--- config.mk ---
export PLATFORM = sky130hd
export DESIGN_NAME = msc_scan
export DESIGN_NICKNAME = d
export VERILOG_FILES = /design/src/msc_pkg.sv /design/src/msc_scan.sv
export SDC_FILE = /design/constraint.sdc
export NUM_CORES = 1
export LEC_CHECK = 0
export ABC_AREA = 1
export BUFFER_PORTS_ARGS = -buffer_cell sky130_fd_sc_hd__buf_2
export CORE_MARGIN = 2
export CORE_UTILIZATION = 30
export DETAILED_ROUTE_END_ITERATION = 6
export MAX_ROUTING_LAYER = met4
export SLEW_MARGIN = 20
export SYNTH_ARGS = -nofsm -noshare
export SYNTH_HDL_FRONTEND = slang
export SYNTH_SLANG_ARGS = --single-unit
--- constraint.sdc ---
create_clock -name clk -period 1.2 [get_ports clk]
set_input_delay 0.06 -clock clk [delete_from_list [all_inputs] [get_ports clk]]
set_output_delay 0.06 -clock clk [all_outputs]
set_load 0.02 [all_outputs]
--- src/msc_pkg.sv ---
// Shared types and constants for the memory serial configuration port.
`timescale 1ns / 1ps
`default_nettype none
package msc_pkg;

  localparam logic [31:0] CMD_WINDOW  = 32'h1000_F430;
  localparam logic [31:0] DATA_WINDOW = 32'h1000_F440;

  localparam logic KIND_READ  = 1'b0;
  localparam logic KIND_WRITE = 1'b1;

  localparam logic [2:0] ST_OK      = 3'd0;
  localparam logic [2:0] ST_NODEV   = 3'd1;
  localparam logic [2:0] ST_BADADDR = 3'd2;
  localparam logic [2:0] ST_BADOP   = 3'd3;
  localparam logic [2:0] ST_BADREG  = 3'd4;
  localparam logic [2:0] ST_BADFORM = 3'd5;

  localparam logic [3:0] OP_SREAD  = 4'h0;
  localparam logic [3:0] OP_SWRITE = 4'h1;
  localparam logic [3:0] OP_NOP_A  = 4'h2;
  localparam logic [3:0] OP_NOP_B  = 4'h4;
  localparam logic [3:0] OP_NOP_C  = 4'hB;
  localparam logic [3:0] OP_NOP_D  = 4'hE;

  localparam logic [11:0] REG_INIT   = 12'h021;
  localparam logic [11:0] REG_TEST0  = 12'h022;
  localparam logic [11:0] REG_DEVID  = 12'h040;
  localparam logic [11:0] REG_CCA    = 12'h043;
  localparam logic [11:0] REG_CCB    = 12'h044;
  localparam logic [11:0] REG_NAPX   = 12'h045;
  localparam logic [11:0] REG_PDNXA  = 12'h046;
  localparam logic [11:0] REG_PDNX   = 12'h047;
  localparam logic [11:0] REG_TPARM  = 12'h048;
  localparam logic [11:0] REG_TFRM1  = 12'h049;
  localparam logic [11:0] REG_TCDLY1 = 12'h04A;
  localparam logic [11:0] REG_SKIP   = 12'h04B;
  localparam logic [11:0] REG_TCYCLE = 12'h04C;
  localparam logic [11:0] REG_TEST1  = 12'h04D;
  localparam logic [11:0] REG_TEST2  = 12'h04E;

  // what to do once the device lookup finishes
  localparam logic [1:0] PEND_RD_INIT  = 2'd0;
  localparam logic [1:0] PEND_RD_DEVID = 2'd1;
  localparam logic [1:0] PEND_WR_INIT  = 2'd2;
  localparam logic [1:0] PEND_WR_DEVID = 2'd3;

  localparam logic [5:0] SERIAL_ID_RESET = 6'h3F;
  localparam logic [6:0] INIT_FLAGS_RESET = 7'h02;

  typedef struct packed {
    logic        kind;
    logic [31:0] address;
    logic [31:0] write_data;
  } req_t;

  typedef struct packed {
    logic [31:0] read_data;
    logic [2:0]  status;
  } rsp_t;

  typedef struct packed {
    logic busy;
    logic hit;
    logic miss;
  } scan_st_t;

  typedef struct packed {
    logic        init_all;
    logic        init_one;
    logic        ident_one;
    logic        bcast;
    logic [11:0] reg_addr;
    logic [15:0] data;
  } dev_wr_t;

endpackage
`default_nettype wire

--- src/msc_scan.sv ---
// Device lookup sequencer: one shared id comparator stepped over the devices.
`timescale 1ns / 1ps
`default_nettype none
module msc_scan #(
  parameter int NUM_DEVICES = 2,
  localparam int IDX_W = (NUM_DEVICES > 1) ? $clog2(NUM_DEVICES) : 1
) (
  input  wire logic              clk,
  input  wire logic              rst,
  input  wire logic              start,
  input  wire logic [5:0]        dev_id,
  input  wire logic [5:0]        rd_serial_id,
  output logic [IDX_W-1:0]       idx,
  output msc_pkg::scan_st_t      st
);

  localparam logic S_IDLE = 1'b0;
  localparam logic S_SCAN = 1'b1;
  localparam logic [IDX_W-1:0] LAST_IDX = IDX_W'(NUM_DEVICES - 1);

  logic             state;
  logic             state_next;
  logic [IDX_W-1:0] idx_next;
  logic [5:0]       target;
  logic             match;

  assign match   = (rd_serial_id == target);
  assign st.busy = (state == S_SCAN);
  assign st.hit  = (state == S_SCAN) && match;
  assign st.miss = (state == S_SCAN) && !match && (idx == LAST_IDX);

  always_comb begin
    state_next = state;
    idx_next   = idx;
    unique case (state)
      S_IDLE: begin
        if (start) begin
          state_next = S_SCAN;
          idx_next   = '0;
        end
      end
      S_SCAN: begin
        if (match || idx == LAST_IDX) begin
          state_next = S_IDLE;
        end else begin
          idx_next = idx + IDX_W'(1);
        end
      end
      default: state_next = S_IDLE;
    endcase
  end

  always_ff @(posedge clk) begin
    if (rst) begin
      state <= S_IDLE;
      idx   <= '0;
    end else begin
      state <= state_next;
      idx   <= idx_next;
    end
  end

  always_ff @(posedge clk) begin
    if (start && state == S_IDLE) begin
      target <= dev_id;
    end
  end

  a_idx_in_range: assert property (@(posedge clk) disable iff (rst)
    idx <= LAST_IDX)
    else $error("lookup index past last device");

  a_start_when_idle: assert property (@(posedge clk) disable iff (rst)
    start |-> state == S_IDLE)
    else $error("lookup started while one is running");

  a_scan_ends_once: assert property (@(posedge clk) disable iff (rst)
    (st.hit || st.miss) |=> state == S_IDLE)
    else $error("lookup kept running after its result");

endmodule
`default_nettype wire

## Word level (Yosys, flattened, before mapping)

Cells that the tools add are included.

| storage, ports and cells | value |
|---|---|
| logic and storage cells | 21 |
| input bits | 15 |
| flip-flop bits (word level) | 8 |
| output and inout bits | 4 |

| cells by class | value |
|---|---|
| bitwise operators | 1 |
| equality and inequality tests | 3 |
| muxes and demuxes | 6 |
| add/sub/neg operators | 1 |
| reduce and logical (&&, ||, !) cells | 7 |

Operator list:

| cell | count |
|---|---|
| $eq A6 B6 Y1 | 1 |
| $logic_and A1 B1 Y1 | 4 |
| $mux W1 | 4 |
| $ne A2 B2 Y1 const B | 2 |
| $pmux W1 S2 | 2 |
| $reduce_and A2 Y1 | 1 |
| $add A1 B1 Y1 const B | 1 |
| $logic_not A1 Y1 | 1 |
| $logic_or A1 B1 Y1 | 1 |
| $not A1 Y1 | 1 |

## Depth between registers and ports, before layout

Gate-level depths: netlist of run 1.

| depth | value |
|---|---|
| word-level depth | 4 |
| gate-level depth with buffers | 7 |
| mapped depth without buffers | 7 |

## Worst setup path before layout of run 1

OpenSTA, ideal clock, no wires.

| path | value |
|---|---|
| path kind | reg2out |
| start | register target[1] |
| end | output port st[1] (netlist bit) |
| stages on the path, launching flop included | 6 |
| slack | 0.131 ns |
| arrival | 1.009 ns |
| required time | 1.140 ns |
| path buffers | 0 |
| cell sequence | edfxtp_1 nor2_1 nor2_1 nor2_1 nand3_2 nor2_1 |

RTL lines:

| item | line | RTL |
|---|---|---|
| start, declared | msc_scan.sv:24 | `logic [5:0] target;` |
| start signal, assigned | msc_scan.sv:65 | `target <= dev_id;` |
| end, declared | msc_scan.sv:14 | `output msc_pkg::scan_st_t st` |

==> reports/metrics.yaml, run 1 <==
dr.pass1.iters: 4
whs_path_depth: 4
highest-signal-layer: "met4"
final.period_utilization: 1.09
worst_slew_pin_slew_ns: 0.132
cts_buffers: 3
r2r-start: "target[0]"
dr_wl_met2_um: 429
grtUsageTotal: 0.116
vias: 396
hold_end: "target[2]"
grt_pass1_vias: 300
power.density_nw_per_um2: 1030
clock.fmax_mhz: 765
drcViolationCount: 0
path_max_fanout: 3
r2r_cells: 8
layout.cells.most_common_list: "17 x buf_2, 15 x nand2_1, 14 x inv_1, 8 x nor2_1, 7 x dlygate4sd3_1"
antenna_found_initial: 0
met1_length_um: 290
io_buffers: 18
die_w_um: 41.0
synthCells: 53
cts.clk_slew.worst_paths_ns: 0.05
final_util: 0.490
place_ws_ns: 0.111
worst_slack_ns: -0.107
synth_area_leader_cell: "edfxtp_1"
cts_tree: "built"
ys_seq_elements: 8
setup-tns-final_ns: -0.235
grt_max_degree: 8
start_util: 0.319
path_class: "flop to primary output"
die_h_um: 41.0
antenna_left: 0
drt_iter0_markers: 6
final_common_cell: "buf_2"
postLayoutCellArea_um2: 629
wl_met3_um: 56
clock_sinks: 8
io_pins: 19
p_leak_nw: 0.353
slew_viol_final: 0
synth_area_leaders: "edfxtp_1 44%, nand2_1 14%, inv_1 13%"
syn-num-nets: 68
fin_nets: 100
wirelength_um: 788
cp-start-kind: "flop"
place.gp.congestion: 0.620
rsz0062_at_grt: "true"
synth_area_um2: 410
status: "finished with violations"
layout-drive-gt1-share: 0.337
placed_area_um2: 519
drv_cap: 0
min-delay-start: "start"
finalHoldViolations: 0
dp_hpwl_um: 566
die_area_um2: 1680
required_ns: 1.14
fillers: 134
wl_per_cell_um: 8.04
whs_ns: 0.283
synth.distinct_cells: 11
r2r_slack_ns: -0.03
clockBufferDepth: 2
hp-class: "input pin to flop"
ys_seq_area_frac: 0.537
violations: "negative setup slack"
vdd_drop_max_v: 0.000604
clk_latency_ns: 0.24
rows: 13
diodes: 0
slew_headroom: 0.912
core_region_area_um2: 1280
fin_crit_ns: 1.31
cts-htree-levels: 1
area_delta_synth_final_pct: 53.4
syn_area_per_cell_um2: 7.74
synth_top_area_share: 0.439
yosysWarnings: 0
final-setup-viol-count: 4
via_per_inst: 4.04
root_buffer: "clkbuf_4"
crit_arrival_ns: 1.25
r2r_end: "state"
grt_pass1_wl_um: 1100
end_kind: "primary output"
gr-total-overflow: 0
skew_ns: 0.00176
-- how the worst max path moves through the flow --
stage              start  cells after the start    end  slack [ns]
2_1_floorplan  target[1]                      5  st[1]        0.13
3_3_place_gp   target[5]                      7  st[0]        0.14
3_5_place_dp   target[1]                      7  st[0]        0.11
4_1_cts        target[1]                      7  st[0]       -0.13
6_report       target[0]                      7  st[0]       -0.11
5_1_grt        target[1]                      7  st[0]       -0.25
-- report_power, final --
part	switching (mW)	internal, mW
logic	0.0593	0.0612
clock network	0.0808	0.114
registers	0.0115	0.321
-- per-stage QoR --
stage,cells,total power [mW]
global route,98,0.684
floorplan,53,0.399
CTS,97,0.657
finish,98,0.647
global placement,86,0.437
detailed placement,86,0.439
-- logic make-up after synthesis --
kind of cell           after synthesis  synth area share
flip-flops                           8             0.537
AND/OR/NAND/NOR                     28             0.293
buffers and inverters               15             0.146
AO/OA/AOI/OAI                        2            0.0244
-- state kept, by name, summed over array words and instances, names as in the netlist --
register	count
target	6
idx	1
state	1
-- routing by layer --
metal | up-vias | GRT usage
li1 | 215 | -
met1 | 168 | 0.105
met2 | 11 | 0.191
met3 | 2 | 0.0217
met4 | 0 | 0.125
met5 | - | -
-- layout make-up --
| class | count | area (µm²) | area share |
|---|---|---|---|
| inverters | 14 | 52.6 | 0.0835 |
| clock buffers | 3 | 22.5 | 0.0358 |
| flip-flops and latches | 8 | 220 | 0.350 |
| multi-input cells | 30 | 130 | 0.207 |
| repair buffers | 28 | 185 | 0.294 |
| well taps | 15 | 18.8 | 0.0298 |
-- synthesized netlist by cell type --
master and instances:
a21oi_1 2, nand3_1 1, nand2_1 15, nor2_2 2
dfxtp_1 2, nor2_1 8, nand3_2 1, edfxtp_1 6
nand2_2 1, buf_4 1, inv_1 14
-- critical path, cell delays in order, from the launching register on --
cell and delay [ns]:
edfxtp_1 0.38, nor2_1 0.09, nor2_1 0.05, nor2_1 0.12, nand3_2 0.10, nand3_1 0.08, inv_1 0.04, buf_2 0.15
-- repair_timing --
action                                  in CTS  in global routing
setup buffers                                1                  1
resized for setup                            1                  0
hold buffers                                 7                  0
endpoints found under the setup margin       2                  4
pin swaps                                    4                  1
hold endpoints to repair                     8                  0
No activity file was read; power rests on OpenSTA's default activity.
==> inputs of run 2 (changes only) <==
--- a/config.mk
+++ b/config.mk
@@ -11,6 +11,8 @@
 export CORE_UTILIZATION = 30
 export DETAILED_ROUTE_END_ITERATION = 6
 export MAX_ROUTING_LAYER = met4
+export PLACE_DENSITY = 0.58
+export SETUP_SLACK_MARGIN = 0.15
 export SLEW_MARGIN = 20
 export SYNTH_ARGS = -nofsm -noshare
 export SYNTH_HDL_FRONTEND = slang
==> reports/metrics.yaml, run 2 (same netlist as run 1, synthesis figures left out) <==
vias: 380
clock.fmax_mhz: 738
path_class: "flop to primary output"
area_delta_synth_final_pct: 58.5
io_pins: 19
via_per_inst: 3.88
p_leak_nw: 0.354
final_common_cell: "buf_2"
root_buffer: "clkbuf_4"
fin_crit_ns: 1.36
grt_pass1_vias: 282
wl_per_cell_um: 7.83
io_buffers: 18
rsz0062_at_grt: "true"
cts_buffers: 3
grt_pass1_wl_um: 1040
postLayoutCellArea_um2: 651
internal_power_uw: 498
cp-start-kind: "flop"
clk_latency_ns: 0.25
comb_power_share: 0.190
path_max_fanout: 3
layout-drive-gt1-share: 0.373
cts_tree: "built"
worst_slack_ns: -0.155
rows: 13
dp_hpwl_um: 505
die_h_um: 41.0
violations: "negative setup slack"
p_clk_frac: 0.298
placed_area_um2: 522
slew_viol_final: 0
drv_cap: 0
skew_ns: 0.00275
fin_total_pwr_uw: 651
hp-class: "input pin to flop"
fillers: 129
wirelength_um: 767
cts.clk_slew.worst_paths_ns: 0.05
clockBufferDepth: 2
crit_arrival_ns: 1.30
fin_nets: 100
final.period_utilization: 1.13
die_w_um: 41.0
grt_max_degree: 8
largest_registers: "target (6), idx (1), state (1)"
place.gp.congestion: 0.685
layout.cells.most_common_list: "16 x buf_2, 15 x nand2_1, 13 x inv_1, 7 x nor2_1, 7 x dlygate4sd3_1"
end_kind: "primary output"
regMostFlops: "target"
worst_slew_pin_slew_ns: 0.148
dr.pass1.iters: 4
required_ns: 1.14
finalHoldViolations: 0
switching_share: 0.235
start_util: 0.319
cts-htree-levels: 1
largest_reg_flops: 6
grtUsageTotal: 0.104
drcViolationCount: 0
slew_headroom: 0.901
final-setup-viol-count: 4
antenna_found_initial: 0
die_area_um2: 1680
core_region_area_um2: 1280
diodes: 0
power.density_nw_per_um2: 1000
clock_sinks: 8
status: "finished with violations"
drt_iter0_markers: 3
p_sw_uw: 153
seq_power_share: 0.511
gr-total-overflow: 0
antenna_left: 0
vdd_drop_max_v: 0.000603
run 2: final timing paths:
check                           startpoint         to  slack, ns  depth (start not counted)
worst min register to register         idx        idx       0.50                          2
worst max-delay path             target[0]      st[1]      -0.16                          6
worst min-delay path                 start  target[3]       0.29                          4
worst max register to register   target[0]      state      -0.06                          8
run 2: worst max-delay path: stages, from the launching register on:
cell      delay [ns]
edfxtp_1        0.38
nor2_1          0.11
nor2_1          0.06
nor2_1          0.12
nand3_2         0.12
nor2_2          0.13
buf_6           0.13
run 2: timing repair:
item,CTS,global route
pin swaps,2,0
buffers inserted,1,1
hold buffers,7,0
resized for setup,6,1
endpoints found under the setup margin,2,4
gates cloned,0,0
endpoints found under the hold margin,8,0
run 2: cell type report:
class                   instances  area [µm²]  area share
flip-flops and latches          8         220       0.338
repair buffers                 28         199       0.306
multi-input cells              30         138       0.212
inverters                      14        52.6      0.0808
clock buffers                   3        22.5      0.0346
well taps                      15        18.8      0.0288
run 2: routing by layer:
| metal | global-route usage | up-vias | wire (µm) |
|---|---|---|---|
| met1 | 0.114 | 148 | 336 |
| met4 | 0.0750 | 0 | 14 |
| met3 | 0.0163 | 2 | 48 |
| li1 | - | 216 | - |
| met5 | - | - | 0 |
| met2 | 0.168 | 14 | 366 |
run 2: power by group through the flow:
stage / clock, mW / sequential, mW / combinational [mW]
floorplan: 0 / 0.339 / 0.0601
global placement: 0 / 0.337 / 0.101
detailed placement: 0 / 0.337 / 0.102
CTS: 0.211 / 0.333 / 0.123
global route: 0.215 / 0.335 / 0.138
finish: 0.194 / 0.333 / 0.124
run 2: metrics by stage:
step / instances / TNS (ns) / util / hold WS [ns] / worst slack (ns)
2_1_floorplan: 53 / 0 / - / 0.129 / 0.197
3_5_place_dp: 86 / 0 / 0.406 / 0.233 / 0.104
4_1_cts: 97 / -0.293 / 0.498 / 0.268 / -0.150
5_1_grt: 98 / -0.789 / 0.506 / 0.299 / -0.246
3_3_place_gp: 86 / 0 / 0.406 / 0.232 / 0.139
6_report: 98 / -0.405 / 0.506 / 0.286 / -0.155
