$ cat config.mk
export PLATFORM = sky130hd
export DESIGN_NAME = msc_dev_regs
export DESIGN_NICKNAME = d
export VERILOG_FILES = /design/src/msc_pkg.sv /design/src/msc_dev_regs.sv
export SDC_FILE = /design/constraint.sdc
export NUM_CORES = 1
export LEC_CHECK = 0
export BUFFER_PORTS_ARGS = -buffer_cell sky130_fd_sc_hd__buf_2
export CORE_MARGIN = 5
export CORE_UTILIZATION = 42
export CTS_CLUSTER_SIZE = 24
export DETAILED_ROUTE_END_ITERATION = 8
export GPL_TIMING_DRIVEN = 0
export PLACE_DENSITY = 0.72
export SLEW_MARGIN = 10
export SYNTH_ARGS = -nofsm -noshare
export SYNTH_HDL_FRONTEND = slang
export SYNTH_SLANG_ARGS = --single-unit
$ cat constraint.sdc
create_clock -name clk -period 1.6 [get_ports clk]
set_clock_uncertainty 0.05 [all_clocks]
set_input_delay 0 -clock clk [delete_from_list [all_inputs] [get_ports clk]]
set_output_delay 0 -clock clk [all_outputs]
set_load 0.02 [all_outputs]
$ cat src/msc_pkg.sv
// Shared types and constants for the memory serial configuration port.
`timescale 1ns / 1ps
`default_nettype none
package msc_pkg;

  localparam logic [31:0] CMD_WINDOW  = 32'h1000_F430;
  localparam logic [31:0] DATA_WINDOW = 32'h1000_F440;

  localparam logic KIND_READ  = 1'b0;
  localparam logic KIND_WRITE = 1'b1;

  localparam logic [2:0] ST_OK      = 3'd0;
  localparam logic [2:0] ST_NODEV   = 3'd1;
  localparam logic [2:0] ST_BADADDR = 3'd2;
  localparam logic [2:0] ST_BADOP   = 3'd3;
  localparam logic [2:0] ST_BADREG  = 3'd4;
  localparam logic [2:0] ST_BADFORM = 3'd5;

  localparam logic [3:0] OP_SREAD  = 4'h0;
  localparam logic [3:0] OP_SWRITE = 4'h1;
  localparam logic [3:0] OP_NOP_A  = 4'h2;
  localparam logic [3:0] OP_NOP_B  = 4'h4;
  localparam logic [3:0] OP_NOP_C  = 4'hB;
  localparam logic [3:0] OP_NOP_D  = 4'hE;

  localparam logic [11:0] REG_INIT   = 12'h021;
  localparam logic [11:0] REG_TEST0  = 12'h022;
  localparam logic [11:0] REG_DEVID  = 12'h040;
  localparam logic [11:0] REG_CCA    = 12'h043;
  localparam logic [11:0] REG_CCB    = 12'h044;
  localparam logic [11:0] REG_NAPX   = 12'h045;
  localparam logic [11:0] REG_PDNXA  = 12'h046;
  localparam logic [11:0] REG_PDNX   = 12'h047;
  localparam logic [11:0] REG_TPARM  = 12'h048;
  localparam logic [11:0] REG_TFRM1  = 12'h049;
  localparam logic [11:0] REG_TCDLY1 = 12'h04A;
  localparam logic [11:0] REG_SKIP   = 12'h04B;
  localparam logic [11:0] REG_TCYCLE = 12'h04C;
  localparam logic [11:0] REG_TEST1  = 12'h04D;
  localparam logic [11:0] REG_TEST2  = 12'h04E;

  // what to do once the device lookup finishes
  localparam logic [1:0] PEND_RD_INIT  = 2'd0;
  localparam logic [1:0] PEND_RD_DEVID = 2'd1;
  localparam logic [1:0] PEND_WR_INIT  = 2'd2;
  localparam logic [1:0] PEND_WR_DEVID = 2'd3;

  localparam logic [5:0] SERIAL_ID_RESET = 6'h3F;
  localparam logic [6:0] INIT_FLAGS_RESET = 7'h02;

  typedef struct packed {
    logic        kind;
    logic [31:0] address;
    logic [31:0] write_data;
  } req_t;

  typedef struct packed {
    logic [31:0] read_data;
    logic [2:0]  status;
  } rsp_t;

  typedef struct packed {
    logic busy;
    logic hit;
    logic miss;
  } scan_st_t;

  typedef struct packed {
    logic        init_all;
    logic        init_one;
    logic        ident_one;
    logic        bcast;
    logic [11:0] reg_addr;
    logic [15:0] data;
  } dev_wr_t;

endpackage
`default_nettype wire

$ cat src/msc_dev_regs.sv
// Per-device control register file with one indexed read port.
`timescale 1ns / 1ps
`default_nettype none
module msc_dev_regs #(
  parameter int NUM_DEVICES = 2,
  localparam int IDX_W = (NUM_DEVICES > 1) ? $clog2(NUM_DEVICES) : 1
) (
  input  wire logic             clk,
  input  wire logic             rst,
  input  wire logic [IDX_W-1:0] idx,
  input  wire msc_pkg::dev_wr_t wr,
  output logic [5:0]            rd_serial_id,
  output logic [31:0]           rd_init_word,
  output logic [4:0]            rd_ident
);

  logic [5:0]  serial_id  [NUM_DEVICES];
  logic [6:0]  init_flags [NUM_DEVICES];
  logic [4:0]  ident      [NUM_DEVICES];
  logic [7:0]  cca        [NUM_DEVICES];
  logic [7:0]  ccb        [NUM_DEVICES];
  logic [10:0] napx       [NUM_DEVICES];
  logic [5:0]  pdnxa      [NUM_DEVICES];
  logic [2:0]  pdnx       [NUM_DEVICES];
  logic [6:0]  tparm      [NUM_DEVICES];
  logic [3:0]  tfrm       [NUM_DEVICES];
  logic [1:0]  tcdly      [NUM_DEVICES];
  logic [12:0] skip       [NUM_DEVICES];
  logic [5:0]  tcycle     [NUM_DEVICES];

  always_ff @(posedge clk) begin
    if (rst) begin
      for (int i = 0; i < NUM_DEVICES; i++) begin
        serial_id[i]  <= msc_pkg::SERIAL_ID_RESET;
        init_flags[i] <= msc_pkg::INIT_FLAGS_RESET;
        ident[i]      <= '0;
        cca[i]        <= '0;
        ccb[i]        <= '0;
        napx[i]       <= '0;
        pdnxa[i]      <= '0;
        pdnx[i]       <= '0;
        tparm[i]      <= '0;
        tfrm[i]       <= '0;
        tcdly[i]      <= '0;
        skip[i]       <= '0;
        tcycle[i]     <= '0;
      end
    end else begin
      for (int i = 0; i < NUM_DEVICES; i++) begin
        if (wr.init_all || (wr.init_one && idx == IDX_W'(i))) begin
          // id bit 5 rides on word bit 14; word bit 10 is dropped
          serial_id[i]  <= {wr.data[14], wr.data[4:0]};
          init_flags[i] <= {wr.data[13:11], wr.data[9:6]};
        end
        if (wr.ident_one && idx == IDX_W'(i)) begin
          ident[i] <= wr.data[4:0];
        end
        if (wr.bcast) begin
          unique case (wr.reg_addr)
            msc_pkg::REG_CCA:    cca[i]    <= wr.data[7:0];
            msc_pkg::REG_CCB:    ccb[i]    <= wr.data[7:0];
            msc_pkg::REG_NAPX:   napx[i]   <= wr.data[10:0];
            msc_pkg::REG_PDNXA:  pdnxa[i]  <= wr.data[5:0];
            msc_pkg::REG_PDNX:   pdnx[i]   <= wr.data[2:0];
            msc_pkg::REG_TPARM:  tparm[i]  <= wr.data[6:0];
            msc_pkg::REG_TFRM1:  tfrm[i]   <= wr.data[3:0];
            msc_pkg::REG_TCDLY1: tcdly[i]  <= wr.data[1:0];
            msc_pkg::REG_SKIP:   skip[i]   <= {wr.data[12], 1'b0, wr.data[10:8], 8'h00};
            msc_pkg::REG_TCYCLE: tcycle[i] <= wr.data[5:0];
            default: ;
          endcase
        end
      end
    end
  end

  always_comb begin
    rd_serial_id = serial_id[idx];
    rd_ident     = ident[idx];
    rd_init_word = {17'h0, serial_id[idx][5], init_flags[idx][6:4], 1'b0,
                    init_flags[idx][3:0], 1'b0, serial_id[idx][4:0]};
  end

endmodule
`default_nettype wire

## After elaboration in Yosys (flattened, before gate mapping)

Memories as Yosys holds them, arrays and structs flattened.
Index checks and enable logic that the tools add are counted.

- Bitwise logic cells: 7
- Reduce and logical (&&, ||, !) cells: 6
- Mux-type cells: 20

Operators with widths:

| kind | count |
|---|---|
| 2-to-1 mux 1 bit | 14 |
| 2-to-1 mux 7 bit | 2 |
| 2-to-1 mux 6 bit | 2 |
| 2-to-1 mux 5 bit | 2 |
| OR 1 bit | 6 |
| logical AND 1 bit | 4 |
| logical OR 1 bit | 2 |
| NOT 1 bit | 1 |

- Bits in registers: 0
- Word-level logic and storage cells: 36
- RAM bits: 36
- Input bits: 35
- Memories kept: 3

Memories:

| memory | depth | width | rd ports | clocked after memory_dff | write ports | line | source |
|---|---|---|---|---|---|---|---|
| init_flags | 2 | 7 | 1 | 0 | 2 | msc_dev_regs.sv:18 | `logic [6:0] init_flags [NUM_DEVICES];` |
| serial_id | 2 | 6 | 1 | 0 | 2 | msc_dev_regs.sv:17 | `logic [5:0] serial_id [NUM_DEVICES];` |
| ident | 2 | 5 | 1 | 0 | 2 | msc_dev_regs.sv:19 | `logic [4:0] ident [NUM_DEVICES];` |

## Logic depth before layout (Yosys ltp)

Gate-level depths: netlist of the first run.

- Word-level depth: 7
- Depth in mapped cells: 3

## Worst setup path before layout of the first run

No wires, ideal clock.

- Kind: in2reg
- From: input idx
- To: memory init_flags[1][0] (enable)
- Arrival: 1.144 ns
- Setup slack: 0.005 ns
- Cell stages on the path: 3
- Cell sequence: buf_6 -> inv_1 -> o21ai_0

RTL lines:

| what | line | source |
|---|---|---|
| start, declared | msc_dev_regs.sv:10 | `input wire logic [IDX_W-1:0] idx,` |
| end, declared | msc_dev_regs.sv:18 |  |

## Final worst setup path of the first run

- From: memory serial_id[1][2]
- To: output rd_serial_id[2]

- Cells in the longest elaborated chain, start to end: 1

Ends and longest elaborated chain:

| what | line | source |
|---|---|---|
| start, declared | msc_dev_regs.sv:17 |  |
| memory (2 x 6 bit) | n/a |  |
| end, declared | msc_dev_regs.sv:12 | `output logic [5:0] rd_serial_id,` |

No other way between the ends.

==> flow_summary.html, run 1 <==
<table>
<tr><th>Metric</th><th>Value</th></tr>
<tr><th colspan="2">Power and ir drop</th></tr>
<tr><td>Static leakage</td><td>0.00100 uW</td></tr>
<tr><td>Part of the total power dissipated in the clock network</td><td>26.3%</td></tr>
<tr><td>Portion of total power attributed to sequential cells</td><td>52.6%</td></tr>
<tr><td>Power density over the cells</td><td>969 nW/um2</td></tr>
<tr><td>Worst vdd rail ir drop</td><td>0.629 mV</td></tr>
<tr><td>Power spent charging and discharging nets</td><td>545 uW</td></tr>
<tr><td>Combinational share of power</td><td>21.2%</td></tr>
<tr><td>Switching Fraction</td><td>24.8%</td></tr>
<tr><td>Power Internal</td><td>1650 uW</td></tr>
<tr><th colspan="2">Timing</th></tr>
<tr><td>Post-Route Setup TNS</td><td>0 ns</td></tr>
<tr><td>Final number of setup-violating endpoints</td><td>0</td></tr>
<tr><td>Final min period</td><td>1.27 ns</td></tr>
<tr><td>RSZ-0062 raised after global routing</td><td>no</td></tr>
<tr><td>Number of hold-slack violations in the final timing report</td><td>0</td></tr>
<tr><td>Final worst-path cycle share</td><td>79.3%</td></tr>
<tr><td>Pins over their slew limit</td><td>0</td></tr>
<tr><td>Smallest setup slack after layout</td><td>0.331 ns</td></tr>
<tr><td>Highest clock rate</td><td>788 MHz</td></tr>
<tr><td>Hold Worst Slack</td><td>0.112 ns</td></tr>
<tr><th colspan="2">CTS</th></tr>
<tr><td>Clock buffers created by TritonCTS</td><td>5</td></tr>
<tr><td>Buffer type at the clock tree root</td><td>sky130_fd_sc_hd__clkbuf_8</td></tr>
<tr><td>Count of instances resized after the clock tree is built</td><td>0</td></tr>
<tr><td>Clock H-tree levels</td><td>2</td></tr>
<tr><td>Clock-pin slew on the worst setup and hold paths</td><td>0.06 ns</td></tr>
<tr><td>Maximum buffer depth of the clock tree</td><td>2</td></tr>
<tr><td>Total setup buffers inserted after CTS</td><td>0</td></tr>
<tr><td>Count of clock tree sinks</td><td>36</td></tr>
<tr><td>TritonCTS clock tree</td><td>done</td></tr>
<tr><th colspan="2">Yosys</th></tr>
<tr><td>Number of register bits inferred by synthesis</td><td>36</td></tr>
<tr><td>Number of cells produced by synthesis</td><td>110</td></tr>
<tr><td>Number of unique standard cell types used by synthesis</td><td>14</td></tr>
<tr><td>Area fraction in compound gates after synthesis</td><td>2.58%</td></tr>
<tr><td>Synth top area share</td><td>63.6%</td></tr>
<tr><td>Sequential cell area fraction in the yosys report</td><td>63.6%</td></tr>
<tr><td>Dominant combinational cell family by area after synthesis</td><td>buffers and inverters</td></tr>
<tr><td>Synthesized-area fraction occupied by and/or/nand/nor cells</td><td>8.24%</td></tr>
<tr><td>Synth Area in Adders</td><td>0%</td></tr>
<tr><td>Avg Cell Area, Syn</td><td>15.5 um2</td></tr>
<tr><td>Top area cells in the synthesized netlist</td><td>sky130_fd_sc_hd__edfxtp_1 64%, sky130_fd_sc_hd__mux2_2 12%, sky130_fd_sc_hd__buf_4 11%</td></tr>
<tr><td>Area leader, netlist</td><td>sky130_fd_sc_hd__edfxtp_1</td></tr>
<tr><td>Warning count from the yosys run</td><td>0</td></tr>
<tr><td>Xor and xnor fraction of the mapped netlist area</td><td>0%</td></tr>
<tr><td>Mux cell area share after synthesis</td><td>11.9%</td></tr>
<tr><td>Netlist area before placement</td><td>1700 um2</td></tr>
<tr><th colspan="2">Job</th></tr>
<tr><td>Max-cap violations</td><td>0</td></tr>
<tr><th colspan="2">Critical path</th></tr>
<tr><td>Worst EP required</td><td>1.55 ns</td></tr>
<tr><td>CP Max Fanout</td><td>2</td></tr>
<tr><td>Critical path's largest stage delay</td><td>0.38 ns</td></tr>
<tr><td>Ordered list of cells on the worst path</td><td>mux2_2, buf_4, buf_2</td></tr>
<tr><td>Worst setup path class</td><td>reg2out</td></tr>
<tr><td>Kind of start point of the critical path</td><td>flip-flop</td></tr>
<tr><td>Worst-path cell with the longest stage delay</td><td>sky130_fd_sc_hd__edfxtp_1</td></tr>
<tr><td>Type of destination of the critical path</td><td>primary output</td></tr>
<tr><td>Worst Path Arrival</td><td>1.22 ns</td></tr>
<tr><th colspan="2">Drt</th></tr>
<tr><td>First drt pass iteration count</td><td>4</td></tr>
<tr><td>DRC violation total after the first TritonRoute iteration</td><td>86</td></tr>
<tr><td>Average vias per placed instance</td><td>4.23</td></tr>
<tr><td>Post-detailed-route count of antenna-violating nets</td><td>0</td></tr>
<tr><td>Number of vias in the routed layout</td><td>1028</td></tr>
<tr><td>DRC violations left</td><td>0</td></tr>
<tr><td>Detail-routed net length per standard cell</td><td>12.6 um</td></tr>
<tr><td>Total wire length</td><td>3.07 mm</td></tr>
<tr><th colspan="2">Placed design</th></tr>
<tr><td>Number of cells after detailed placement</td><td>222</td></tr>
<tr><td>GPL Wtd Cong</td><td>0.780</td></tr>
<tr><td>Final HPWL from detailed placement</td><td>2.26 mm</td></tr>
<tr><td>Setup WS pre-CTS</td><td>0.237 ns</td></tr>
<tr><td>Number of input and output port buffers inserted</td><td>42</td></tr>
<tr><th colspan="2">Layout</th></tr>
<tr><td>Share of post-route cells with drive strength above 1</td><td>54.4%</td></tr>
<tr><td>Final cell count without fillers</td><td>243</td></tr>
<tr><td>Leading cell types in the layout, fill and taps excluded</td><td>42 x sky130_fd_sc_hd__buf_2, 36 x sky130_fd_sc_hd__edfxtp_1, 27 x sky130_fd_sc_hd__buf_4</td></tr>
<tr><td>Net count of the finished layout</td><td>227</td></tr>
<tr><td>Commonest non-fill, non-tap cell in the layout</td><td>sky130_fd_sc_hd__buf_2</td></tr>
<tr><td>Ant diodes</td><td>0</td></tr>
<tr><td>Growth of design area from synthesis to finish</td><td>33.3%</td></tr>
<tr><th colspan="2">Run status</th></tr>
<tr><td>Run status</td><td>completed</td></tr>
<tr><th colspan="2">GRT</th></tr>
<tr><td>Wire length of the first global-routing pass</td><td>4.86 mm</td></tr>
<tr><td>Largest net degree at the start of global routing</td><td>11</td></tr>
<tr><td>Number of global-route vias before repair</td><td>1082</td></tr>
<tr><td>Total gr overflow</td><td>0</td></tr>
<tr><td>Global Route Usage Sum</td><td>12.0%</td></tr>
<tr><td>Initial antenna violation count</td><td>0</td></tr>
<tr><th colspan="2">Die</th></tr>
<tr><td>DIE HEIGHT</td><td>73.6 um</td></tr>
<tr><td>Effective utilization at floorplan</td><td>42.8%</td></tr>
<tr><td>Cell Rows</td><td>23</td></tr>
<tr><td>Area enclosed by the die boundary</td><td>5420 um2</td></tr>
<tr><td>Number of top-level pins</td><td>78</td></tr>
<tr><td>Chip Width</td><td>73.6 um</td></tr>
<tr><td>Floorplan core area</td><td>3970 um2</td></tr>
<tr><th colspan="2">Hold path</th></tr>
<tr><td>Class of the tightest hold or removal check</td><td>in2reg</td></tr>
</table>
kinds of logic after synthesis:
kind of cell / Yosys count
and+or+nand+nor: 20
other: 1
muxes: 18
buffers and inverters: 30
DFF: 36
AOI/OAI and AO/OA: 5
layer usage:
| metal | track usage, % | wire length, um | part of all wire [%] |
|---|---|---|---|
| met1 | 13.3 | 1140 | 37 |
| met2 | 21.0 | 1590 | 52 |
| met3 | 5.47 | 335 | 11 |
| met4 | 3.02 | 14 | 0.46 |
| met5 | 0 | 0 | 0 |
registers in the layout (all words and copies together), names as in the netlist:
| register | flops |
|---|---|
| serial_id | 12 |
| ident | 10 |
| init_flags | 14 |
power by group through the flow:
| stage | Combinational (uW) | Sequential, uW | Clock [uW] |
|---|---|---|---|
| 2_1_floorplan | 321 | 1170 | 0 |
| 3_3_place_gp | 431 | 1170 | 0 |
| 3_5_place_dp | 441 | 1170 | 0 |
| 4_1_cts | 468 | 1160 | 600 |
| 5_1_grt | 501 | 1160 | 640 |
| 6_report | 464 | 1150 | 577 |
synth_stat cells:
| cell type | number |
|---|---|
| sky130_fd_sc_hd__and2_4 | 6 |
| sky130_fd_sc_hd__buf_6 | 3 |
| sky130_fd_sc_hd__and2_1 | 5 |
| sky130_fd_sc_hd__inv_1 | 2 |
| sky130_fd_sc_hd__conb_1 | 1 |
| sky130_fd_sc_hd__nand2b_1 | 7 |
| sky130_fd_sc_hd__o21ba_4 | 1 |
| sky130_fd_sc_hd__a21o_2 | 2 |
| sky130_fd_sc_hd__nor2_1 | 1 |
| sky130_fd_sc_hd__mux2_2 | 18 |
| sky130_fd_sc_hd__o21ai_0 | 2 |
| sky130_fd_sc_hd__edfxtp_1 | 36 |
| sky130_fd_sc_hd__buf_4 | 25 |
| sky130_fd_sc_hd__and2b_2 | 1 |
final timing paths:
path	start	to	slack [ns]	depth (start not counted)
max	serial_id[1][2]	rd_serial_id[2]	0.33	3
min	rst	ident[1][2]	0.11	2
repair_timing:
item,4_1_cts,5_1_grt
endpoints found under the hold margin,32,0
endpoints found under the setup margin,0,0
hold buffers,13,0
layout make-up:
class                      instances  area, um2
fill                             334       1710
inverter                           2       7.51
tap                               50       62.6
multi-input combinational         62        458
sequential                        36       1080
buffer                            28        221
timing repair buffer              57        355
clock buffer                       7       76.3
clock inverter                     1       3.75
per-stage QoR:
step                      utilization [%]  total power (uW)  instance area (um2)
final                                57.1              2200                 2270
after global routing                 57.1              2300                 2270
after CTS                            57.1              2220                 2270
after detailed placement             51.8              1620                 2060
after global placement               51.4              1600                 2040
after floorplan                         -              1490                 1770
critical path, delay by kind of cell, from the launching register on:
| kind | cells | cell delay [ns] |
|---|---|---|
| flops | 1 | 0.38 |
| mux | 1 | 0.29 |
| buf+inv | 2 | 0.28 |
Power figures use the tool's default switching activity.
==> run 2, diff against run 1 <==
clock period = 1.1 ns   (was 1.6 ns; I/O delays follow)
==> run 2 against run 1 <==
- the run now ends with setup timing left
- non-clock buffer count down 2
- global-route usage up 0.63 points
- sequential power up 46%
- sequential share of layout area down 4.3 points
- clock power up 43%
- die area unchanged
- routed wire length up 0.75%
- flip-flop and latch count unchanged
- largest cell class unchanged
==> flow_summary.html, run 2 (synthesis results as in run 1) <==
<table>
<tr><th>Metric</th><th>Value</th></tr>
<tr><th colspan="2">Run status</th></tr>
<tr><td>Run status</td><td>complete, but fails checks</td></tr>
<tr><td>Failing checks</td><td>setup timing</td></tr>
<tr><th colspan="2">CTS</th></tr>
<tr><td>Clock-pin slew on the worst setup and hold paths</td><td>0.06 ns (about the same)</td></tr>
<tr><td>Clock H-tree levels</td><td>2 (unchanged)</td></tr>
<tr><td>Total setup buffers inserted after CTS</td><td>0 (unchanged)</td></tr>
<tr><td>Clock buffers created by TritonCTS</td><td>5 (unchanged)</td></tr>
<tr><td>Count of clock tree sinks</td><td>36 (unchanged)</td></tr>
<tr><td>Maximum buffer depth of the clock tree</td><td>2 (unchanged)</td></tr>
<tr><td>TritonCTS clock tree</td><td>done</td></tr>
<tr><td>Buffer type at the clock tree root</td><td>sky130_fd_sc_hd__clkbuf_8</td></tr>
<tr><th colspan="2">Layout</th></tr>
<tr><td>Commonest non-fill, non-tap cell in the layout</td><td>sky130_fd_sc_hd__edfxtp_1</td></tr>
<tr><td>Fill cell count</td><td>286 (-14%)</td></tr>
<tr><td>Largest register by flop count</td><td>init_flags</td></tr>
<tr><td>Leading cell types in the layout, fill and taps excluded</td><td>36 x sky130_fd_sc_hd__edfxtp_1, 32 x sky130_fd_sc_hd__buf_6, 20 x sky130_fd_sc_hd__buf_4</td></tr>
<tr><td>Top Registers</td><td>init_flags (14), serial_id (12), ident (10)</td></tr>
<tr><td>Growth of design area from synthesis to finish</td><td>46.6%</td></tr>
<tr><td>Final cell count without fillers</td><td>240 (-1.2%)</td></tr>
<tr><td>Net count of the finished layout</td><td>225 (-0.88%)</td></tr>
<tr><td>Share of the core filled with cells</td><td>62.8% (+5.7 points)</td></tr>
<tr><td>Share of post-route cells with drive strength above 1</td><td>55.8% (+1.4 points)</td></tr>
<tr><td>Ant diodes</td><td>0 (unchanged)</td></tr>
<tr><td>Flip-flop count of the largest register, all copies and words added</td><td>14 (unchanged)</td></tr>
<tr><th colspan="2">GRT</th></tr>
<tr><td>Initial antenna violation count</td><td>0 (unchanged)</td></tr>
<tr><td>Largest net degree at the start of global routing</td><td>14 (+3)</td></tr>
<tr><td>Total gr overflow</td><td>0 (unchanged)</td></tr>
<tr><td>Global Route Usage Sum</td><td>12.7% (+0.63 points)</td></tr>
<tr><td>Number of global-route vias before repair</td><td>1125 (+4.0%)</td></tr>
<tr><td>Wire length of the first global-routing pass</td><td>5.08 mm (+4.6%)</td></tr>
<tr><th colspan="2">Critical path</th></tr>
<tr><td>Kind of start point of the critical path</td><td>flip-flop</td></tr>
<tr><td>Critical path origin</td><td>serial_id[0][2]</td></tr>
<tr><td>Type of destination of the critical path</td><td>primary output</td></tr>
<tr><td>Critical path's largest stage delay</td><td>0.37 ns (about the same)</td></tr>
<tr><td>CP dominant cell by count</td><td>sky130_fd_sc_hd__buf_6</td></tr>
<tr><td>Total number of cells along the worst setup path</td><td>3 (unchanged)</td></tr>
<tr><td>CP Buf/Inv Count</td><td>2 (unchanged)</td></tr>
<tr><td>Critical path endpoint</td><td>rd_serial_id[2]</td></tr>
<tr><td>Ordered list of cells on the worst path</td><td>mux2_4, buf_6, buf_6</td></tr>
<tr><td>Worst Path Arrival</td><td>1.18 ns (-0.04 ns)</td></tr>
<tr><td>Worst setup path class</td><td>reg2out</td></tr>
<tr><td>Worst-path cell with the longest stage delay</td><td>sky130_fd_sc_hd__edfxtp_1</td></tr>
<tr><td>CP Max Fanout</td><td>2 (unchanged)</td></tr>
<tr><td>Worst EP required</td><td>1.05 ns (-0.50 ns)</td></tr>
<tr><td>Top Family by Delay on Critical Path</td><td>flip-flops</td></tr>
<tr><th colspan="2">Drt</th></tr>
<tr><td>Total wire length</td><td>3.09 mm (+0.75%)</td></tr>
<tr><td>First drt pass iteration count</td><td>4 (unchanged)</td></tr>
<tr><td>DRC violation total after the first TritonRoute iteration</td><td>38 (-56%)</td></tr>
<tr><td>Average vias per placed instance</td><td>4.27 (+0.86%)</td></tr>
<tr><td>DRC violations left</td><td>0 (unchanged)</td></tr>
<tr><td>Number of vias in the routed layout</td><td>1024 (-0.39%)</td></tr>
<tr><td>Detail-routed net length per standard cell</td><td>12.9 um (+2.0%)</td></tr>
<tr><td>Post-detailed-route count of antenna-violating nets</td><td>0 (unchanged)</td></tr>
<tr><th colspan="2">Timing</th></tr>
<tr><td>Highest clock rate</td><td>813 MHz</td></tr>
<tr><td>RSZ-0062 raised after global routing</td><td>yes</td></tr>
<tr><td>Final min period</td><td>1.23 ns</td></tr>
<tr><td>Tightest slew margin relative to the limit</td><td>54.3%</td></tr>
<tr><td>Pins over their slew limit</td><td>0 (unchanged)</td></tr>
<tr><td>Final number of setup-violating endpoints</td><td>17 (+17)</td></tr>
<tr><td>Number of hold-slack violations in the final timing report</td><td>0 (unchanged)</td></tr>
<tr><td>Final worst-path cycle share</td><td>112%</td></tr>
<tr><td>Transition at the pin with the smallest max-transition slack</td><td>0.685 ns</td></tr>
<tr><td>Smallest setup slack after layout</td><td>-0.130 ns (-0.461 ns)</td></tr>
<tr><th colspan="2">Die</th></tr>
<tr><td>Number of top-level pins</td><td>78 (unchanged)</td></tr>
<tr><td>Cell Rows</td><td>23 (unchanged)</td></tr>
<tr><td>Floorplan core area</td><td>3970 um2 (unchanged)</td></tr>
<tr><td>Effective utilization at floorplan</td><td>42.8% (unchanged)</td></tr>
<tr><td>DIE HEIGHT</td><td>73.6 um (unchanged)</td></tr>
<tr><td>Chip Width</td><td>73.6 um (unchanged)</td></tr>
<tr><td>Area enclosed by the die boundary</td><td>5420 um2 (unchanged)</td></tr>
<tr><th colspan="2">Power and ir drop</th></tr>
<tr><td>Static leakage</td><td>0.00112 uW (+12%)</td></tr>
<tr><td>Power density over the cells</td><td>1360 nW/um2 (+40%)</td></tr>
<tr><td>Worst vdd rail ir drop</td><td>0.767 mV (+22%)</td></tr>
<tr><th colspan="2">Hold path</th></tr>
<tr><td>Class of the tightest hold or removal check</td><td>in2reg</td></tr>
<tr><th colspan="2">Placed design</th></tr>
<tr><td>Final HPWL from detailed placement</td><td>2.20 mm (-2.6%)</td></tr>
<tr><td>Number of cells after detailed placement</td><td>220 (-0.90%)</td></tr>
<tr><td>GPL Wtd Cong</td><td>0.757 (-2.9%)</td></tr>
<tr><td>Number of input and output port buffers inserted</td><td>42 (unchanged)</td></tr>
<tr><th colspan="2">Job</th></tr>
<tr><td>Max-cap violations</td><td>0 (unchanged)</td></tr>
</table>
## run 2: cell count changes in the layout (fill, tap and decap cells not counted)
cell                       previous run  this run
sky130_fd_sc_hd__buf_4               27        20
sky130_fd_sc_hd__o21ai_2              0         1
sky130_fd_sc_hd__buf_2               42        18
sky130_fd_sc_hd__o21ai_1              2         0
sky130_fd_sc_hd__buf_6                3        32
sky130_fd_sc_hd__clkinv_1             1         0
sky130_fd_sc_hd__clkinv_2             0         1
sky130_fd_sc_hd__clkbuf_1             2         1
sky130_fd_sc_hd__o21ai_4              0         1
sky130_fd_sc_hd__mux2_2              18         2
sky130_fd_sc_hd__mux2_4               0        16
## run 2: metrics by stage
stage / setup TNS [ns] / setup WS (ns) / cell area [um2] / power [uW] / hold slack (ns)
6_report: -0.853 / -0.130 / 2490 / 3390 / 0.106
5_1_grt: -1.71 / -0.180 / 2490 / 3540 / 0.122
4_1_cts: -0.927 / -0.142 / 2460 / 3370 / 0.103
3_5_place_dp: -6.59 / -0.304 / 2050 / 2340 / 0.239
3_3_place_gp: -5.64 / -0.259 / 2050 / 2330 / 0.234
2_1_floorplan: 0 / 0.0804 / 1780 / 2170 / 0.146
## run 2: worst min path at each step
stage                start  cells after the start               end
global placement     wr[7]                      2  init_flags[0][1]
global route        wr[29]                      2       ident[1][1]
detailed placement   wr[7]                      2  init_flags[0][1]
floorplan              idx                      1  rd_init_word[11]
finish              wr[29]                      2       ident[1][1]
CTS                 wr[29]                      2       ident[1][3]
## run 2: final cells by class
type | count | area (um2) | share of cell area [%]
Sequential cell | 36 | 1080 | 43.4
Inverter | 2 | 7.51 | 0.301
Clock inverter | 1 | 5.00 | 0.201
Tap cell | 50 | 62.6 | 2.51
Clock buffer | 6 | 72.6 | 2.91
Timing Repair Buffer | 55 | 487 | 19.5
Multi-Input combinational cell | 62 | 533 | 21.4
Buffer | 28 | 244 | 9.79
## run 2: layer usage
metal  wire [um]  vias to the layer above  track usage (%)
met2        1660                       44             23.6
met5           0                        -                0
met4          48                        0             5.43
met3         204                        4             2.60
met1        1180                      474             13.6
li1            -                      502                -
## run 2: timing repair
action / 4_1_cts / 5_1_grt
hold buffers: 13 / 0
pin swaps: 0 / 0
endpoints found under the hold margin: 32 / 0
endpoints found under the setup margin: 36 / 24
gates resized for setup: 61 / 9
## run 2: where the power goes
group          switching (uW)  internal, uW
logic                     405           482
registers                30.9          1650
clock network             396           429
==> run 3, diff against run 2 <==
ABC_AREA = 1   (was unset)
==> run 3 against run 2 <==
- flip-flop and latch count unchanged
- highest routed layer unchanged
- total power decreased by 6.5%
- first-iteration DRC count decreased by 76%
- count of clock-buffer cells in the layout unchanged
- final area decreased by 11%
- setup slack improved by 0.17 ns
- critical endpoint is now rd_serial_id[4]
- the run now ends clean
- non-clock buffer count decreased by 11
- clock power increased by 2%
==> flow_summary.html, run 3 <==
<table>
<tr><th>Metric</th><th>Value</th></tr>
<tr><th colspan="2">Run status</th></tr>
<tr><td>Run status</td><td>completed</td></tr>
<tr><th colspan="2">Yosys</th></tr>
<tr><td>Dominant combinational cell family by area after synthesis</td><td>simple AND/OR/NAND/NOR gates</td></tr>
<tr><td>Number of unique standard cell types used by synthesis</td><td>15 (+1)</td></tr>
<tr><td>Synth top cells by count</td><td>55 x sky130_fd_sc_hd__nand2_1, 36 x sky130_fd_sc_hd__edfxtp_1, 28 x sky130_fd_sc_hd__buf_4, 14 x sky130_fd_sc_hd__inv_1, 7 x sky130_fd_sc_hd__nor2_1</td></tr>
<tr><td>Synth top area share</td><td>63.2% (-0.42 points)</td></tr>
<tr><td>Synth async-reset ratio</td><td>0% (unchanged)</td></tr>
<tr><td>Avg Cell Area, Syn</td><td>10.5 um2 (-32%)</td></tr>
<tr><td>Mux cell area share after synthesis</td><td>0% (-12 points)</td></tr>
<tr><td>Sequential cell area fraction in the yosys report</td><td>63.2% (-0.42 points)</td></tr>
<tr><td>Number of enable flip-flop cells after synthesis</td><td>36 (unchanged)</td></tr>
<tr><td>Number of cells produced by synthesis</td><td>163 (+48%)</td></tr>
<tr><td>Most frequently used flop master after synthesis</td><td>sky130_fd_sc_hd__edfxtp_1</td></tr>
<tr><td>Number of register bits inferred by synthesis</td><td>36 (unchanged)</td></tr>
<tr><td>Synth Area in Adders</td><td>0% (unchanged)</td></tr>
<tr><td>Area leader, netlist</td><td>sky130_fd_sc_hd__edfxtp_1</td></tr>
<tr><td>Warning count from the yosys run</td><td>0 (unchanged)</td></tr>
<tr><td>Xor and xnor fraction of the mapped netlist area</td><td>0% (unchanged)</td></tr>
<tr><td>Top area cells in the synthesized netlist</td><td>sky130_fd_sc_hd__edfxtp_1 63%, sky130_fd_sc_hd__buf_4 12%, sky130_fd_sc_hd__nand2_1 12%</td></tr>
<tr><td>Area fraction in compound gates after synthesis</td><td>1.17% (-1.4 points)</td></tr>
<tr><td>Netlist area before placement</td><td>1710 um2 (+0.66%)</td></tr>
<tr><td>Synthesized-area fraction occupied by and/or/nand/nor cells</td><td>18.1% (+9.8 points)</td></tr>
<tr><td>Dominant cell by count in the synthesized netlist</td><td>sky130_fd_sc_hd__nand2_1</td></tr>
<tr><th colspan="2">GRT</th></tr>
<tr><td>Initial antenna violation count</td><td>0 (unchanged)</td></tr>
<tr><td>Number of global-route vias before repair</td><td>1089 (-3.2%)</td></tr>
<tr><td>Global Route Usage Sum</td><td>12.2% (-0.44 points)</td></tr>
<tr><td>Largest net degree at the start of global routing</td><td>14 (unchanged)</td></tr>
<tr><td>Met1 track demand over resource</td><td>13.9% (+0.31 points)</td></tr>
<tr><td>Met3 track demand over resource in global routing</td><td>2.46% (-0.14 points)</td></tr>
<tr><td>Total gr overflow</td><td>0 (unchanged)</td></tr>
<tr><td>Wire length of the first global-routing pass</td><td>4.89 mm (-3.8%)</td></tr>
<tr><td>Met2 Resource Use GR</td><td>21.3% (-2.4 points)</td></tr>
<tr><td>Most used routing layer</td><td>met2</td></tr>
<tr><th colspan="2">Placed design</th></tr>
<tr><td>Final HPWL from detailed placement</td><td>2.41 mm (+9.2%)</td></tr>
<tr><td>GPL Wtd Cong</td><td>0.753 (-0.54%)</td></tr>
<tr><td>Number of input and output port buffers inserted</td><td>41 (-2.4%)</td></tr>
<tr><th colspan="2">Timing</th></tr>
<tr><td>Final number of setup-violating endpoints</td><td>0 (-17)</td></tr>
<tr><td>Pins over their slew limit</td><td>0 (unchanged)</td></tr>
<tr><td>Tightest slew margin relative to the limit</td><td>51.5% (-2.8 points)</td></tr>
<tr><td>RSZ-0062 raised after global routing</td><td>yes</td></tr>
<tr><td>Transition at the pin with the smallest max-transition slack</td><td>0.728 ns (+0.0423 ns)</td></tr>
<tr><td>Highest clock rate</td><td>946 MHz (+16%)</td></tr>
<tr><td>Number of hold-slack violations in the final timing report</td><td>0 (unchanged)</td></tr>
<tr><td>Final worst-path cycle share</td><td>96.1% (-16 points)</td></tr>
<tr><td>Final min period</td><td>1.06 ns (-0.173 ns)</td></tr>
<tr><th colspan="2">CTS</th></tr>
<tr><td>Count of clock tree sinks</td><td>36 (unchanged)</td></tr>
<tr><td>TritonCTS clock tree</td><td>done</td></tr>
<tr><td>Total setup buffers inserted after CTS</td><td>0 (unchanged)</td></tr>
<tr><td>Maximum buffer depth of the clock tree</td><td>2 (unchanged)</td></tr>
<tr><td>Clock-pin slew on the worst setup and hold paths</td><td>0.07 ns (about the same)</td></tr>
<tr><td>Buffer type at the clock tree root</td><td>sky130_fd_sc_hd__clkbuf_8</td></tr>
<tr><td>Clock buffers created by TritonCTS</td><td>5 (unchanged)</td></tr>
<tr><td>Clock H-tree levels</td><td>2 (unchanged)</td></tr>
<tr><th colspan="2">Critical path</th></tr>
<tr><td>Worst Path Arrival</td><td>1.01 ns (-0.17 ns)</td></tr>
<tr><td>CP dominant cell by count</td><td>sky130_fd_sc_hd__buf_6</td></tr>
<tr><td>Ordered list of cells on the worst path</td><td>nand2_1, nand2_2, buf_6, buf_6</td></tr>
<tr><td>Worst-path cell with the longest stage delay</td><td>sky130_fd_sc_hd__edfxtp_1</td></tr>
<tr><td>CP Max Fanout</td><td>2 (unchanged)</td></tr>
<tr><td>Type of destination of the critical path</td><td>primary output</td></tr>
<tr><td>Worst setup path class</td><td>reg2out</td></tr>
<tr><td>Kind of start point of the critical path</td><td>flip-flop</td></tr>
<tr><td>Worst EP required</td><td>1.05 ns (about the same)</td></tr>
<tr><td>Critical path's largest stage delay</td><td>0.36 ns (about the same)</td></tr>
<tr><td>Critical path origin</td><td>serial_id[1][4]</td></tr>
<tr><td>Critical path endpoint</td><td>rd_serial_id[4]</td></tr>
<tr><th colspan="2">Drt</th></tr>
<tr><td>Number of vias in the routed layout</td><td>1190 (+16%)</td></tr>
<tr><td>Total wire length</td><td>3.23 mm (+4.3%)</td></tr>
<tr><td>DRC violation total after the first TritonRoute iteration</td><td>9 (-76%)</td></tr>
<tr><td>Detail-routed net length per standard cell</td><td>11.5 um (-11%)</td></tr>
<tr><td>Average vias per placed instance</td><td>4.25 (-0.39%)</td></tr>
<tr><td>DRC violations left</td><td>0 (unchanged)</td></tr>
<tr><td>Post-detailed-route count of antenna-violating nets</td><td>0 (unchanged)</td></tr>
<tr><td>First drt pass iteration count</td><td>4 (unchanged)</td></tr>
<tr><th colspan="2">Layout</th></tr>
<tr><td>Net count of the finished layout</td><td>265 (+18%)</td></tr>
<tr><td>Leading cell types in the layout, fill and taps excluded</td><td>48 x sky130_fd_sc_hd__nand2_1, 36 x sky130_fd_sc_hd__edfxtp_1, 35 x sky130_fd_sc_hd__buf_2</td></tr>
<tr><td>Ant diodes</td><td>0 (unchanged)</td></tr>
<tr><td>Commonest non-fill, non-tap cell in the layout</td><td>sky130_fd_sc_hd__nand2_1</td></tr>
<tr><td>Top Registers</td><td>init_flags (14), serial_id (12), ident (10)</td></tr>
<tr><td>Share of the core filled with cells</td><td>55.8% (-7.0 points)</td></tr>
<tr><td>Largest register by flop count</td><td>init_flags</td></tr>
<tr><td>Growth of design area from synthesis to finish</td><td>29.4%</td></tr>
<tr><td>Share of post-route cells with drive strength above 1</td><td>37.0% (-19 points)</td></tr>
<tr><td>Flip-flop count of the largest register, all copies and words added</td><td>14 (unchanged)</td></tr>
<tr><th colspan="2">Hold path</th></tr>
<tr><td>Class of the tightest hold or removal check</td><td>in2reg</td></tr>
<tr><th colspan="2">Power and ir drop</th></tr>
<tr><td>Worst vdd rail ir drop</td><td>0.815 mV (+6.3%)</td></tr>
<tr><td>Power density over the cells</td><td>1430 nW/um2 (+5.3%)</td></tr>
<tr><td>Post-layout total power</td><td>3170 uW (-6.5%)</td></tr>
<tr><td>Static leakage</td><td>0.00109 uW (-2.7%)</td></tr>
<tr><th colspan="2">Die</th></tr>
<tr><td>Effective utilization at floorplan</td><td>43.1% (+0.28 points)</td></tr>
<tr><td>Area enclosed by the die boundary</td><td>5450 um2 (+0.57%)</td></tr>
<tr><td>Cell Rows</td><td>23 (unchanged)</td></tr>
<tr><td>Chip Width</td><td>73.8 um (+0.29%)</td></tr>
<tr><td>Number of top-level pins</td><td>78 (unchanged)</td></tr>
<tr><td>Floorplan core area</td><td>3970 um2 (unchanged)</td></tr>
<tr><td>DIE HEIGHT</td><td>73.8 um (+0.29%)</td></tr>
<tr><th colspan="2">Job</th></tr>
<tr><td>Max-cap violations</td><td>0 (unchanged)</td></tr>
</table>
==> run 3: changes by cell type after synthesis, moves of 3 or more <==
cell and delta:
sky130_fd_sc_hd__and2_4 -6, sky130_fd_sc_hd__nor3_1 +6, sky130_fd_sc_hd__buf_4 +3, sky130_fd_sc_hd__inv_1 +12
sky130_fd_sc_hd__nand2b_1 -7, sky130_fd_sc_hd__mux2_2 -18, sky130_fd_sc_hd__nand2_1 +55, sky130_fd_sc_hd__nand3_1 +5
sky130_fd_sc_hd__nor2_1 +6, sky130_fd_sc_hd__and2_1 -5
==> run 3: cell families (layout without fill, tap and decap cells) <==
family | count (synthesis) | after routing
buffers and inverters | 46 | 95
AOI/OAI and AO/OA | 4 | 4
other | 1 | 19
DFF | 36 | 36
and+or+nand+nor | 76 | 76
==> run 3: layer usage <==
layer	vias up	wire length [um]
met5	-	0
met4	0	69
met3	7	257
met2	46	1670
met1	523	1230
li1	614	-
==> run 3: repair_timing <==
action / CTS / global route
setup endpoints to repair: 4 / 6
pin swaps: 6 / 10
endpoints found under the hold margin: 10 / 0
hold buffers: 5 / 0
gates resized for setup: 10 / 11
gates cloned: 0 / 0
==> run 3: stage by stage <==
stage          setup TNS, ns  cells  instance area, um2  worst slack (ns)  hold WS [ns]
5_1_grt              -0.0280    280                2210           -0.0163        0.0105
4_1_cts                    0    284                2210           0.00390       0.00790
2_1_floorplan              0    181                1790            0.0908         0.151
3_3_place_gp           -6.47    272                2050            -0.223         0.233
3_5_place_dp           -7.54    272                2050            -0.242         0.259
6_report                   0    280                2210            0.0429        0.0144
==> run 3: worst max-delay path: cells and delay by family (launching register included) <==
| family | cells | cell delay, ns |
|---|---|---|
| simple gates | 2 | 0.15 |
| buf+inv | 2 | 0.23 |
| flops | 1 | 0.36 |
==> run 3: how the worst min path moves through the flow <==
| stage | startpoint | to | slack (ns) | cells after the start |
|---|---|---|---|---|
| 6_report | wr[1] | serial_id[0][1] | 0.01 | 3 |
| 5_1_grt | wr[11] | init_flags[1][4] | 0.01 | 3 |
| 4_1_cts | wr[13] | init_flags[1][6] | 0.008 | 3 |
| 3_5_place_dp | wr[14] | serial_id[0][5] | 0.26 | 2 |
| 3_3_place_gp | wr[14] | serial_id[0][5] | 0.23 | 2 |
| 2_1_floorplan | wr[7] | init_flags[0][1] | 0.15 | 1 |
==> run 3: power by group <==
part | internal (uW) | leakage (uW) | switching [uW] | total, uW
logic | 255 | 0.000687 | 398 | 653
registers | 1650 | 0.000365 | 30.0 | 1680
clock network | 429 | 0.0000410 | 410 | 840
==> run 3: cell type report <==
class                   count  area (um2)
plain buffers              26         210
repair buffers             46         293
inverters                  16        65.1
clock buffers               6        72.6
well taps                  50        62.6
multi-input cells          99         425
clock inverters             1        5.00
flip-flops and latches     36        1080
fillers                   364        1760
